<file path="src/sv/priority_front_deque_defines.svh">
// Assertion macros shared by the priority front deque RTL.
// Depends on a clock named clk_i and an active-low reset named rst_ni in the using module.
`ifndef PRIORITY_FRONT_DEQUE_DEFINES_SVH
`define PRIORITY_FRONT_DEQUE_DEFINES_SVH

// Checks that a condition holds at every clock edge outside reset.
`define PFD_ASSERT_ALWAYS(lbl, cond) \
  lbl: assert property (@(posedge clk_i) disable iff (!rst_ni) (cond)) \
    else $error("pfd assertion failed");

// Checks that a consequence holds in the cycle after its antecedent.
`define PFD_ASSERT_NEXT(lbl, ante, cons) \
  lbl: assert property (@(posedge clk_i) disable iff (!rst_ni) (ante) |=> (cons)) \
    else $error("pfd assertion failed");

`endif

</file>
<file path="src/sv/pfd_pkg.sv">
// Package for the priority front deque: sizes, codes and request/result types.
// Used by pfd_store, pfd_ctrl and priority_front_deque.
package pfd_pkg;

  localparam int DEPTH    = 64;
  localparam int TAG_BITS = 16;
  localparam int IDX_W    = $clog2(DEPTH);
  localparam int CNT_W    = $clog2(DEPTH + 1);

  // Action codes.
  localparam logic ACT_INSERT = 1'b0;
  localparam logic ACT_REMOVE = 1'b1;

  typedef enum logic [1:0] {
    ST_DONE  = 2'd0,
    ST_FULL  = 2'd1,
    ST_EMPTY = 2'd2
  } status_e;

  typedef struct packed {
    logic                action;
    logic                priority_req;
    logic [TAG_BITS-1:0] entry_tag;
  } req_t;

  typedef struct packed {
    logic [TAG_BITS-1:0] removed_tag;
    logic                removed_valid;
    status_e             status_code;
    logic [CNT_W-1:0]    occupancy;
    logic                not_empty;
  } res_t;

  // Access to the entry store for one request.
  typedef struct packed {
    logic                we;
    logic [IDX_W-1:0]    waddr;
    logic [TAG_BITS-1:0] wdata;
    logic                re;
    logic [IDX_W-1:0]    raddr;
  } store_req_t;

endpackage

</file>
<file path="src/sv/pfd_store.sv">
// Entry store of the priority front deque: one write and one registered read per cycle.
// Depends on pfd_pkg.
module pfd_store
  import pfd_pkg::*;
(
  input  logic                clk_i,
  input  store_req_t          store_req_i,
  output logic [TAG_BITS-1:0] rd_data_o
);

  logic [TAG_BITS-1:0] mem_q [DEPTH];
  logic [TAG_BITS-1:0] rd_q;

  // Write port.
  always_ff @(posedge clk_i) begin
    if (store_req_i.we) begin
      mem_q[store_req_i.waddr] <= store_req_i.wdata;
    end
  end

  // Registered read port.
  always_ff @(posedge clk_i) begin
    if (store_req_i.re) begin
      rd_q <= mem_q[store_req_i.raddr];
    end
  end

  assign rd_data_o = rd_q;

endmodule

</file>
<file path="src/sv/pfd_ctrl.sv">
// Control of the priority front deque: request register, front index, count and result register.
// Depends on pfd_pkg and priority_front_deque_defines.svh.
`include "priority_front_deque_defines.svh"

module pfd_ctrl
  import pfd_pkg::*;
(
  input  logic                clk_i,
  input  logic                rst_ni,
  input  logic                accept_i,
  input  req_t                request_i,
  input  logic [TAG_BITS-1:0] rd_data_i,
  output store_req_t          store_req_o,
  output logic                done_o,
  output res_t                result_o
);

  req_t             req_q;
  logic             vld_q;
  logic [IDX_W-1:0] front_q, front_d;
  logic [CNT_W-1:0] count_q, count_d;
  res_t             res_q, res_d;
  logic             done_q;

  logic             is_insert, is_remove, full, empty;
  logic [IDX_W-1:0] front_dec, front_inc, back_idx;
  logic [CNT_W:0]   back_sum;

  // Request register.
  always_ff @(posedge clk_i or negedge rst_ni) begin
    if (!rst_ni) begin
      vld_q <= 1'b0;
    end else begin
      vld_q <= accept_i;
    end
  end

  always_ff @(posedge clk_i) begin
    if (accept_i) begin
      req_q <= request_i;
    end
  end

  // Ring index arithmetic; the back slot wraps with one compare and subtract.
  always_comb begin
    front_dec = (front_q == '0) ? IDX_W'(DEPTH - 1) : front_q - 1'b1;
    front_inc = (front_q == IDX_W'(DEPTH - 1)) ? '0 : front_q + 1'b1;
    back_sum  = (CNT_W + 1)'(front_q) + (CNT_W + 1)'(count_q);
    if (back_sum >= (CNT_W + 1)'(DEPTH)) begin
      back_idx = IDX_W'(back_sum - (CNT_W + 1)'(DEPTH));
    end else begin
      back_idx = IDX_W'(back_sum);
    end
  end

  // Decode of the registered request against the current state.
  always_comb begin
    full      = (count_q == CNT_W'(DEPTH));
    empty     = (count_q == '0);
    is_insert = vld_q && (req_q.action == ACT_INSERT);
    is_remove = vld_q && (req_q.action == ACT_REMOVE);
  end

  // Next state, store access and result fields.
  always_comb begin
    front_d           = front_q;
    count_d           = count_q;
    store_req_o.we    = 1'b0;
    store_req_o.waddr = back_idx;
    store_req_o.wdata = req_q.entry_tag;
    store_req_o.re    = 1'b0;
    store_req_o.raddr = front_q;
    res_d.removed_tag   = '0;
    res_d.removed_valid = 1'b0;
    res_d.status_code   = ST_DONE;
    if (is_insert) begin
      if (full) begin
        res_d.status_code = ST_FULL;
      end else begin
        store_req_o.we = 1'b1;
        count_d        = count_q + 1'b1;
        if (req_q.priority_req) begin
          front_d           = front_dec;
          store_req_o.waddr = front_dec;
        end
      end
    end else if (is_remove) begin
      if (empty) begin
        res_d.status_code = ST_EMPTY;
      end else begin
        store_req_o.re      = 1'b1;
        res_d.removed_valid = 1'b1;
        front_d             = front_inc;
        count_d             = count_q - 1'b1;
      end
    end
    res_d.occupancy = count_d;
    res_d.not_empty = (count_d != '0);
  end

  // State and result registers.
  always_ff @(posedge clk_i or negedge rst_ni) begin
    if (!rst_ni) begin
      front_q <= '0;
      count_q <= '0;
      done_q  <= 1'b0;
    end else begin
      front_q <= front_d;
      count_q <= count_d;
      done_q  <= vld_q;
    end
  end

  always_ff @(posedge clk_i) begin
    if (vld_q) begin
      res_q <= res_d;
    end
  end

  // The removed tag arrives from the store read register in the result cycle.
  always_comb begin
    result_o = res_q;
    result_o.removed_tag = res_q.removed_valid ? rd_data_i : '0;
  end

  assign done_o = done_q;

  `PFD_ASSERT_ALWAYS(a_count_bound, count_q <= CNT_W'(DEPTH))
  `PFD_ASSERT_NEXT(a_refused_keeps_count, res_d.status_code != ST_DONE, $stable({count_q, front_q}))
  `PFD_ASSERT_NEXT(a_remove_decrements, is_remove && !empty, count_q == $past(count_q) - 1'b1)
  `PFD_ASSERT_NEXT(a_result_follows, vld_q, done_q && (res_q.occupancy == count_q))

endmodule

</file>
<file path="src/sv/priority_front_deque.sv">
// Top level of the priority front deque: instantiates the control and the entry store.
// Depends on pfd_pkg, pfd_ctrl and pfd_store.
//
// A bounded deque of up to DEPTH tags. A request is taken whenever start is high; busy is
// never raised, so one request can be issued every clock cycle. Each request gives exactly one
// result, strobed by done_o for a single cycle once the request has passed the request register
// and then the result register, which is also where the entry store's read port registers the
// removed tag. The receiver cannot stall results and must take each one in the cycle it is shown.
// Inserts into a full deque and removes from an empty one are refused with a status code and
// leave the contents unchanged.
module priority_front_deque
  import pfd_pkg::*;
(
  input  logic clk_i,
  input  logic rst_ni,
  input  logic start,
  output logic busy,
  input  req_t request_i,
  output logic done_o,
  output res_t result_o
);

  store_req_t          store_req;
  logic [TAG_BITS-1:0] rd_data;
  logic                accept;

  // Every request is processed in a single pass, so the block is never busy.
  assign busy   = 1'b0;
  assign accept = start && !busy;

  pfd_ctrl u_ctrl (
    .clk_i       (clk_i),
    .rst_ni      (rst_ni),
    .accept_i    (accept),
    .request_i   (request_i),
    .rd_data_i   (rd_data),
    .store_req_o (store_req),
    .done_o      (done_o),
    .result_o    (result_o)
  );

  pfd_store u_store (
    .clk_i       (clk_i),
    .store_req_i (store_req),
    .rd_data_o   (rd_data)
  );

endmodule

</file>
<file path="config.mk">
export PLATFORM = sky130hd
export DESIGN_NAME = priority_front_deque
export DESIGN_NICKNAME = d
export VERILOG_FILES = /design/src/sv/pfd_pkg.sv /design/src/sv/pfd_store.sv /design/src/sv/pfd_ctrl.sv /design/src/sv/priority_front_deque.sv
export VERILOG_INCLUDE_DIRS = /design/src /design/src/sv
export SDC_FILE = /design/constraint.sdc
export NUM_CORES = 1
export LEC_CHECK = 0
export BUFFER_PORTS_ARGS = -buffer_cell sky130_fd_sc_hd__buf_2
export CAP_MARGIN = 5
export CORE_MARGIN = 10
export CORE_UTILIZATION = 40
export DETAILED_ROUTE_END_ITERATION = 10
export HOLD_SLACK_MARGIN = 0.1
export PLACE_DENSITY_LB_ADDON = 0.08
export SYNTH_ARGS = -nofsm -noshare
export SYNTH_HDL_FRONTEND = slang
export SYNTH_SLANG_ARGS = --single-unit
</file>
<file path="constraint.sdc">
create_clock -name clk_i -period 5.82 [get_ports clk_i]
set_clock_uncertainty 0.1 [all_clocks]
set_input_delay 0.291 -clock clk_i [delete_from_list [all_inputs] [get_ports clk_i]]
set_output_delay 0.291 -clock clk_i [all_outputs]
set_load 0.1 [all_outputs]
</file>
==> Word-level counts from Yosys, hierarchy flattened <==
Memory sizes are Yosys's and may differ from the RTL's. A register that Yosys moved wholly into a read port is not among the register bits.
Index checks and enable logic that the tools add are counted.
{ "totals": {"ff_bits": 44, "mem_bits_rw": 1024, "input_bits": 21, "out_inout_bits": 29, "word_cells": 59, "mem_count": 1} }
{ "op_classes": {"add_sub_neg": 6, "order_cmp": 1, "n_eq_ne": 5, "n_mux": 25, "bitwise": 2, "n_reduce_logical": 8} }
{ "memory_table": {"columns": ["memory", "depth", "width", "read_ports", "rd_clocked_by_memory_dff", "write_ports", "line", "source"], "rows": [
  ["u_store.mem_q", 64, 16, 1, 1, 1, "pfd_store.sv:11", "logic [TAG_BITS-1:0] mem_q [DEPTH];"]
]} }
{ "ops": {"columns": ["cell", "count"], "rows": [
  ["$mux 6", 9],
  ["$mux 7", 6],
  ["$mux 16", 1],
  ["$sub 6x1->6 const B", 2],
  ["$add 6x7->8", 1],
  ["$ge 8x7->1 const B", 1],
  ["$add 7x1->7 const B", 1],
  ["$eq 7x7->1 const B", 1],
  ["$logic_not 7->1", 1],
  ["$reduce_bool 7->1", 1],
  ["$sub 7x1->7 const B", 1],
  ["$add 6x1->6 const B", 1],
  ["$eq 6x6->1 const B", 1],
  ["$logic_not 6->1", 1],
  ["$mux 1", 6],
  ["$mux 2", 3],
  ["$ne 2x1->1 const B", 2],
  ["$reduce_and 4->1", 1],
  ["$logic_and 1x1->1", 2],
  ["$ne 2x2->1 const B", 1],
  ["$not 1->1", 2],
  ["$reduce_bool 2->1", 1],
  ["$reduce_or 2->1", 1]
]} }

==> Logic depth before layout (Yosys ltp) <==
{ "logic_depth": {"word_depth": 8, "mapped_depth": 13, "ltp_nobuf": 7} }

==> Hierarchy <==
A second synthesis with hierarchy kept.
{ "unflattened": {"cells_unflattened": 2088, "area_unflattened_um2": 42871.1} }
{ "modules_own_cells": {"columns": ["module", "n_inst", "cells_per_inst", "area_per_inst_um2", "seq_area_each_um2"], "rows": [
  ["pfd_store", 1, 1829, 40202.3, 31230.0],
  ["pfd_ctrl", 1, 257, 2657.5, 1246.2],
  ["priority_front_deque", 1, 2, 11.3, 0.0]
]} }

==> Least setup slack after synthesis <==
No wires, ideal clock.
{ "synth_timing": {"path_type": "reg2reg", "from": "reg u_ctrl.front_q[0]", "to": "mem u_store.mem_q[6][0] (enable)", "setup_time_ps": 431, "arrival_time_ps": 4267, "required_ps": 5289, "slack_ps": 1022, "stages_incl_launch_ff": 14, "path_buffers": 6, "period_less_slack_ps": 4798, "path_cell_list": "dfrtp_1 buf_2 buf_2 buf_2 buf_2 inv_1 ha_1 nor3b_1 a211o_1 and2_4 or2_1 buf_6 buf_6 nor4_1"} }
{ "synth_between": {"elab_chain_cells": 6, "word_cells_on_any_way": 10, "classes_between": "3 x add/sub; 1 x order compare; 5 x mux; 1 x reduce/logical"} }
{ "synth_rtl": {"columns": ["element", "line", "source"], "rows": [
  ["start, declared", "pfd_ctrl.sv:20", "logic [IDX_W-1:0] front_q, front_d;"],
  ["start signal, assigned", "pfd_ctrl.sv:108", "front_q <= front_d;"],
  ["$add 6x7->8", "pfd_ctrl.sv:48", "back_sum = (CNT_W + 1)'(front_q) + (CNT_W + 1)'(count_q);"],
  ["$ge 8x7->1 or $sub 6x1->6 (tied branches)", "pfd_ctrl.sv:49, pfd_ctrl.sv:50", null],
  ["$mux 6", "pfd_ctrl.sv:49", "if (back_sum >= (CNT_W + 1)'(DEPTH)) begin"],
  ["$mux 6", "pfd_ctrl.sv:82", "if (req_q.priority_req) begin"],
  ["$mux 7", "pfd_ctrl.sv:77", "if (full) begin"],
  ["$mux 7 *", "pfd_ctrl.sv:76", "if (is_insert) begin"],
  ["end, declared", "pfd_store.sv:11", null]
]} }
Mark *: on every way between the ends. The rest lies on a longest branch, timed or not.

==> Worst setup path in the final report <==
{ "layout_timing": {"from": "reg u_ctrl.front_q[1]", "to": "mem u_store.mem_q[63][1] (enable)"} }
Same word-level chain as after synthesis.

==> results.rst <==
.. list-table::
   :header-rows: 1

   * - Metric
     - Value
   * - Worst hold margin
     - 228 ps
   * - Slew of the pin with the lowest slew margin
     - 1210 ps
   * - Drt total wl
     - 111 mm
   * - Count of warnings emitted by yosys
     - 0
   * - Design Area, Final
     - 48900 um2
   * - Final setup violation count
     - 0
   * - Sequential cell area fraction in the yosys report
     - 0.769
   * - Capture endpoint of the worst hold path
     - u_ctrl.store_req_o[21]
   * - Worst voltage drop across the vdd grid
     - 0.422 mV
   * - Clock H-tree levels
     - 3
   * - Number of global-route vias before repair
     - 21.3k
   * - Starting DRC count in detailed routing
     - 1987
   * - Power Internal
     - 16.0 mW
   * - Layout cells sized above 1
     - 0.292
   * - Crit Path Category
     - register to register
   * - Number of cell rows
     - 119
   * - Count of nets after finishing
     - 2203
   * - Half-perimeter wire length after detailed placement
     - 65.6 mm
   * - Residual DRC
     - 0
   * - Initial antenna violation count
     - 4
   * - Hold Path Origin
     - request_i[14]
   * - Kind of path behind the tightest hold check
     - input port to register
   * - Routability Congestion
     - 0.811
   * - Worst reg-to-reg setup slack
     - 1720 ps
   * - Post-synth top flop
     - sky130_fd_sc_hd__edfxtp_1
   * - Die Span Y
     - 345 um
   * - TritonCTS clock tree
     - yes
   * - Logic gate share of total power
     - 0.311
   * - Total gr overflow
     - 0
   * - Clk slew on worst S/H paths
     - 70 ps
   * - Most common cell after layout, fill and taps aside
     - sky130_fd_sc_hd__edfxtp_1
   * - Number of ports placed on the die boundary
     - 50
   * - Reported net switching power
     - 8.19 mW
   * - Width of the chip
     - 345 um
   * - Detailed-route via count
     - 20.8k
   * - Clock buffer count from CTS
     - 113
   * - Achievable Freq
     - 0.244 GHz
   * - Antenna-violating nets left
     - 0
   * - Via/cell ratio
     - 5.69
   * - Overall power of the completed layout
     - 24.2 mW
   * - Kind of end point of the critical path
     - register
   * - RSZ-0062 raised after global routing
     - false
   * - Pwr per Cell Area
     - 495 nW/um2
   * - Clock root buffer master
     - sky130_fd_sc_hd__clkbuf_16
   * - Pre-Repair DR Iteration Count
     - 6
   * - Synthesized Nets
     - 2014
   * - Critical-path maximum fanout
     - 114
   * - Sequential share of power
     - 0.392
   * - Number of hold-slack violations in the final timing report
     - 0
   * - Sink Count
     - 1084
   * - Instance area at placement
     - 45000 um2
   * - Mean cell area of the mapped netlist
     - 21.3 um2
   * - Startpoint kind of the worst setup timing path
     - register
   * - Total routing resource utilization after global routing
     - 0.186
   * - Count of final max-slew check failures
     - 0
   * - Netlist area before placement
     - 42200 um2
   * - Number of instances in the synthesized netlist
     - 1981
   * - Insertion delay to the later sink of the worst-skew pair
     - 690 ps
   * - Cell Count Post-Placement
     - 3425
   * - Arrival time at the worst endpoint
     - 4380 ps
   * - Average wire length per cell after detail routing
     - 30.4 um
   * - Number of flip-flops and latches in the synthesized netlist
     - 1084
   * - Number of resized instances in the post-cts repair step
     - 0
   * - Post-synth EDFFs
     - 1069
   * - Rel. slew slack
     - 0.191
   * - Die Outline Area
     - 119000 um2
   * - Final std cells w/o fill
     - 3655
   * - Filler cells
     - 8830
   * - Post-Place Setup Slack
     - 1640 ps
   * - Share of synthesized registers carrying an async set or reset
     - 0.0138
   * - Data required, critical path
     - 6100 ps
   * - Worst path setup slack after routing
     - 1720 ps
   * - Length in cells of the worst reg-to-reg path
     - 8
   * - Cell count of the worst hold path
     - 2
   * - Shortest clock period the worst path allows after layout
     - 4100 ps
   * - Wire length of the first global-routing pass
     - 159 mm
   * - Most used cells in the layout excluding fill and tap cells
     - 1069 x sky130_fd_sc_hd__edfxtp_1, 224 x sky130_fd_sc_hd__mux4_2, 125 x sky130_fd_sc_hd__buf_4
   * - Core area
     - 105000 um2
   * - Area added between synthesis and finish
     - 15.7%
   * - Switching part of the total power
     - 0.339
   * - Postcts setup bufs
     - 0
   * - Post-route fraction of the period consumed by the critical path
     - 0.705
   * - R2r startpoint
     - u_ctrl.front_q[1]
   * - Number of violations of the max-capacitance limit
     - 0
   * - Proportion of power drawn by the clock network
     - 0.297
   * - Setup total negative slack
     - 0 ps
   * - Unique cell type count in the Yosys netlist
     - 71
   * - Leakage power
     - 15.4 nW
   * - Crit Reg-Reg Endpoint
     - u_store.mem_q[63][1]
   * - Number of input and output port buffers inserted
     - 48
   * - Effective utilization at floorplan
     - 0.402
   * - Status
     - complete, no violations
   * - Clock buffer depth
     - 3
   * - Pin count of the biggest net entering global routing
     - 115
   * - Post-layout util
     - 0.465
==> cells by family (layout without fill, tap and decap cells) <==
| logic type | after synthesis | in the layout | synth area share |
|---|---|---|---|
| compound gates | 279 | 279 | 0.0489 |
| flops | 1084 | 1084 | 0.769 |
| other cells | 1 | 2 | 0.0000888 |
| buf+inv | 130 | 412 | 0.0150 |
| xor+xnor | 5 | 5 | 0.00104 |
| fa+ha+maj | 12 | 12 | 0.00373 |
| simple gates | 176 | 176 | 0.0262 |
| mux | 294 | 294 | 0.136 |
==> cells in the mapped netlist (3+ instances only) <==
master | count | area share
sky130_fd_sc_hd__buf_2 | 48 | 0.0057
sky130_fd_sc_hd__clkbuf_1 | 47 | 0.0042
sky130_fd_sc_hd__mux2i_1 | 67 | 0.016
sky130_fd_sc_hd__buf_1 | 12 | 0.0011
sky130_fd_sc_hd__nor2b_1 | 5 | 0.00074
sky130_fd_sc_hd__or3_1 | 4 | 0.00059
sky130_fd_sc_hd__o221ai_1 | 38 | 0.0079
sky130_fd_sc_hd__buf_6 | 7 | 0.0019
sky130_fd_sc_hd__or3b_2 | 3 | 0.00062
sky130_fd_sc_hd__o21a_1 | 4 | 0.00071
sky130_fd_sc_hd__nand3b_1 | 3 | 0.00053
sky130_fd_sc_hd__ha_1 | 11 | 0.0033
sky130_fd_sc_hd__nor2_1 | 18 | 0.0016
sky130_fd_sc_hd__buf_4 | 8 | 0.0014
sky130_fd_sc_hd__nor3_2 | 11 | 0.0026
sky130_fd_sc_hd__nand3_1 | 11 | 0.0013
sky130_fd_sc_hd__and3_1 | 7 | 0.0010
sky130_fd_sc_hd__edfxtp_1 | 1069 | 0.76
sky130_fd_sc_hd__mux4_2 | 224 | 0.12
sky130_fd_sc_hd__a22o_1 | 23 | 0.0048
sky130_fd_sc_hd__a21oi_1 | 61 | 0.0072
sky130_fd_sc_hd__nor3_1 | 38 | 0.0045
sky130_fd_sc_hd__a211o_1 | 16 | 0.0033
sky130_fd_sc_hd__nand2_1 | 13 | 0.0012
sky130_fd_sc_hd__nor4_1 | 13 | 0.0019
sky130_fd_sc_hd__xnor2_1 | 5 | 0.0010
sky130_fd_sc_hd__o21ai_0 | 14 | 0.0017
sky130_fd_sc_hd__dfrtp_1 | 15 | 0.0089
sky130_fd_sc_hd__a211oi_1 | 20 | 0.0036
sky130_fd_sc_hd__o22ai_1 | 3 | 0.00044
sky130_fd_sc_hd__or2_2 | 5 | 0.00074
sky130_fd_sc_hd__a22oi_1 | 69 | 0.012
sky130_fd_sc_hd__and2_1 | 20 | 0.0030
sky130_fd_sc_hd__mux2_2 | 3 | 0.00080
sky130_fd_sc_hd__nand2b_1 | 4 | 0.00059
sky130_fd_sc_hd__inv_1 | 6 | 0.00053
sky130_fd_sc_hd__nor4_2 | 7 | 0.0021
sky130_fd_sc_hd__a221oi_1 | 7 | 0.0015
==> worst max-delay path, cell delays in order (launching register included) <==
cell and delay (ps):
sky130_fd_sc_hd__dfrtp_4 610, sky130_fd_sc_hd__buf_12 540, sky130_fd_sc_hd__nor4_2 130, sky130_fd_sc_hd__and3_1 210, sky130_fd_sc_hd__a211oi_1 550, sky130_fd_sc_hd__a311oi_4 160, sky130_fd_sc_hd__buf_4 350, sky130_fd_sc_hd__nor3_2 700
sky130_fd_sc_hd__buf_4 320
==> state kept, by name, indices dropped and copies added (netlist names) <==
register            cells
u_ctrl.done_o           1
u_store.rd_data_o      16
u_ctrl.store_req_o     16
u_store.mem_q        1024
u_ctrl.result_o        11
u_ctrl.front_q          6
u_ctrl.req_q            2
u_ctrl.count_q          7
u_ctrl.vld_q            1
==> repair_timing <==
item                                    in CTS  in global routing
hold buffers                                21                  0
endpoints found under the setup margin       0                  0
hold endpoints to repair                    52                  0
==> final cells by class <==
| type | instances | area [um2] | area share |
|---|---|---|---|
| diodes | 1 | 2.50 | 0.0000512 |
| clock buffers | 143 | 3020 | 0.0619 |
| clock inverters | 65 | 661 | 0.0135 |
| inverters | 7 | 26.3 | 0.000538 |
| multi-input cells | 767 | 9480 | 0.194 |
| flip-flops and latches | 1084 | 32500 | 0.665 |
| well taps | 1391 | 1740 | 0.0356 |
| repair buffers | 197 | 1450 | 0.0297 |
==> worst max-delay path by stage <==
stage | start | endpoint | slack [ps] | cells after the start
6_report | u_ctrl.front_q[1] | u_store.mem_q[63][1] | 1720 | 8
2_1_floorplan | u_ctrl.front_q[0] | u_store.mem_q[6][0] | 1020 | 13
3_3_place_gp | u_ctrl.front_q[0] | u_store.mem_q[63][1] | 1640 | 8
4_1_cts | u_ctrl.front_q[0] | u_store.mem_q[63][14] | 1610 | 8
5_1_grt | u_ctrl.front_q[0] | u_store.mem_q[63][13] | 1400 | 8
3_5_place_dp | u_ctrl.front_q[0] | u_store.mem_q[63][1] | 1640 | 8
==> routing by layer <==
metal	part of all wire	global-route usage
met1	0.45	0.268
met2	0.48	0.298
met3	0.054	0.0269
met4	0.019	0.0458
met5	0	0
==> power by group through the flow <==
stage	logic [mW]	registers, mW	clock network (mW)
6_report	7.53	9.48	7.17
3_3_place_gp	7.59	9.62	0
2_1_floorplan	4.77	9.61	0
3_5_place_dp	7.62	9.64	0
4_1_cts	7.66	9.47	7.32
5_1_grt	7.97	9.51	7.64
No activity file was read; power rests on OpenSTA's default activity.
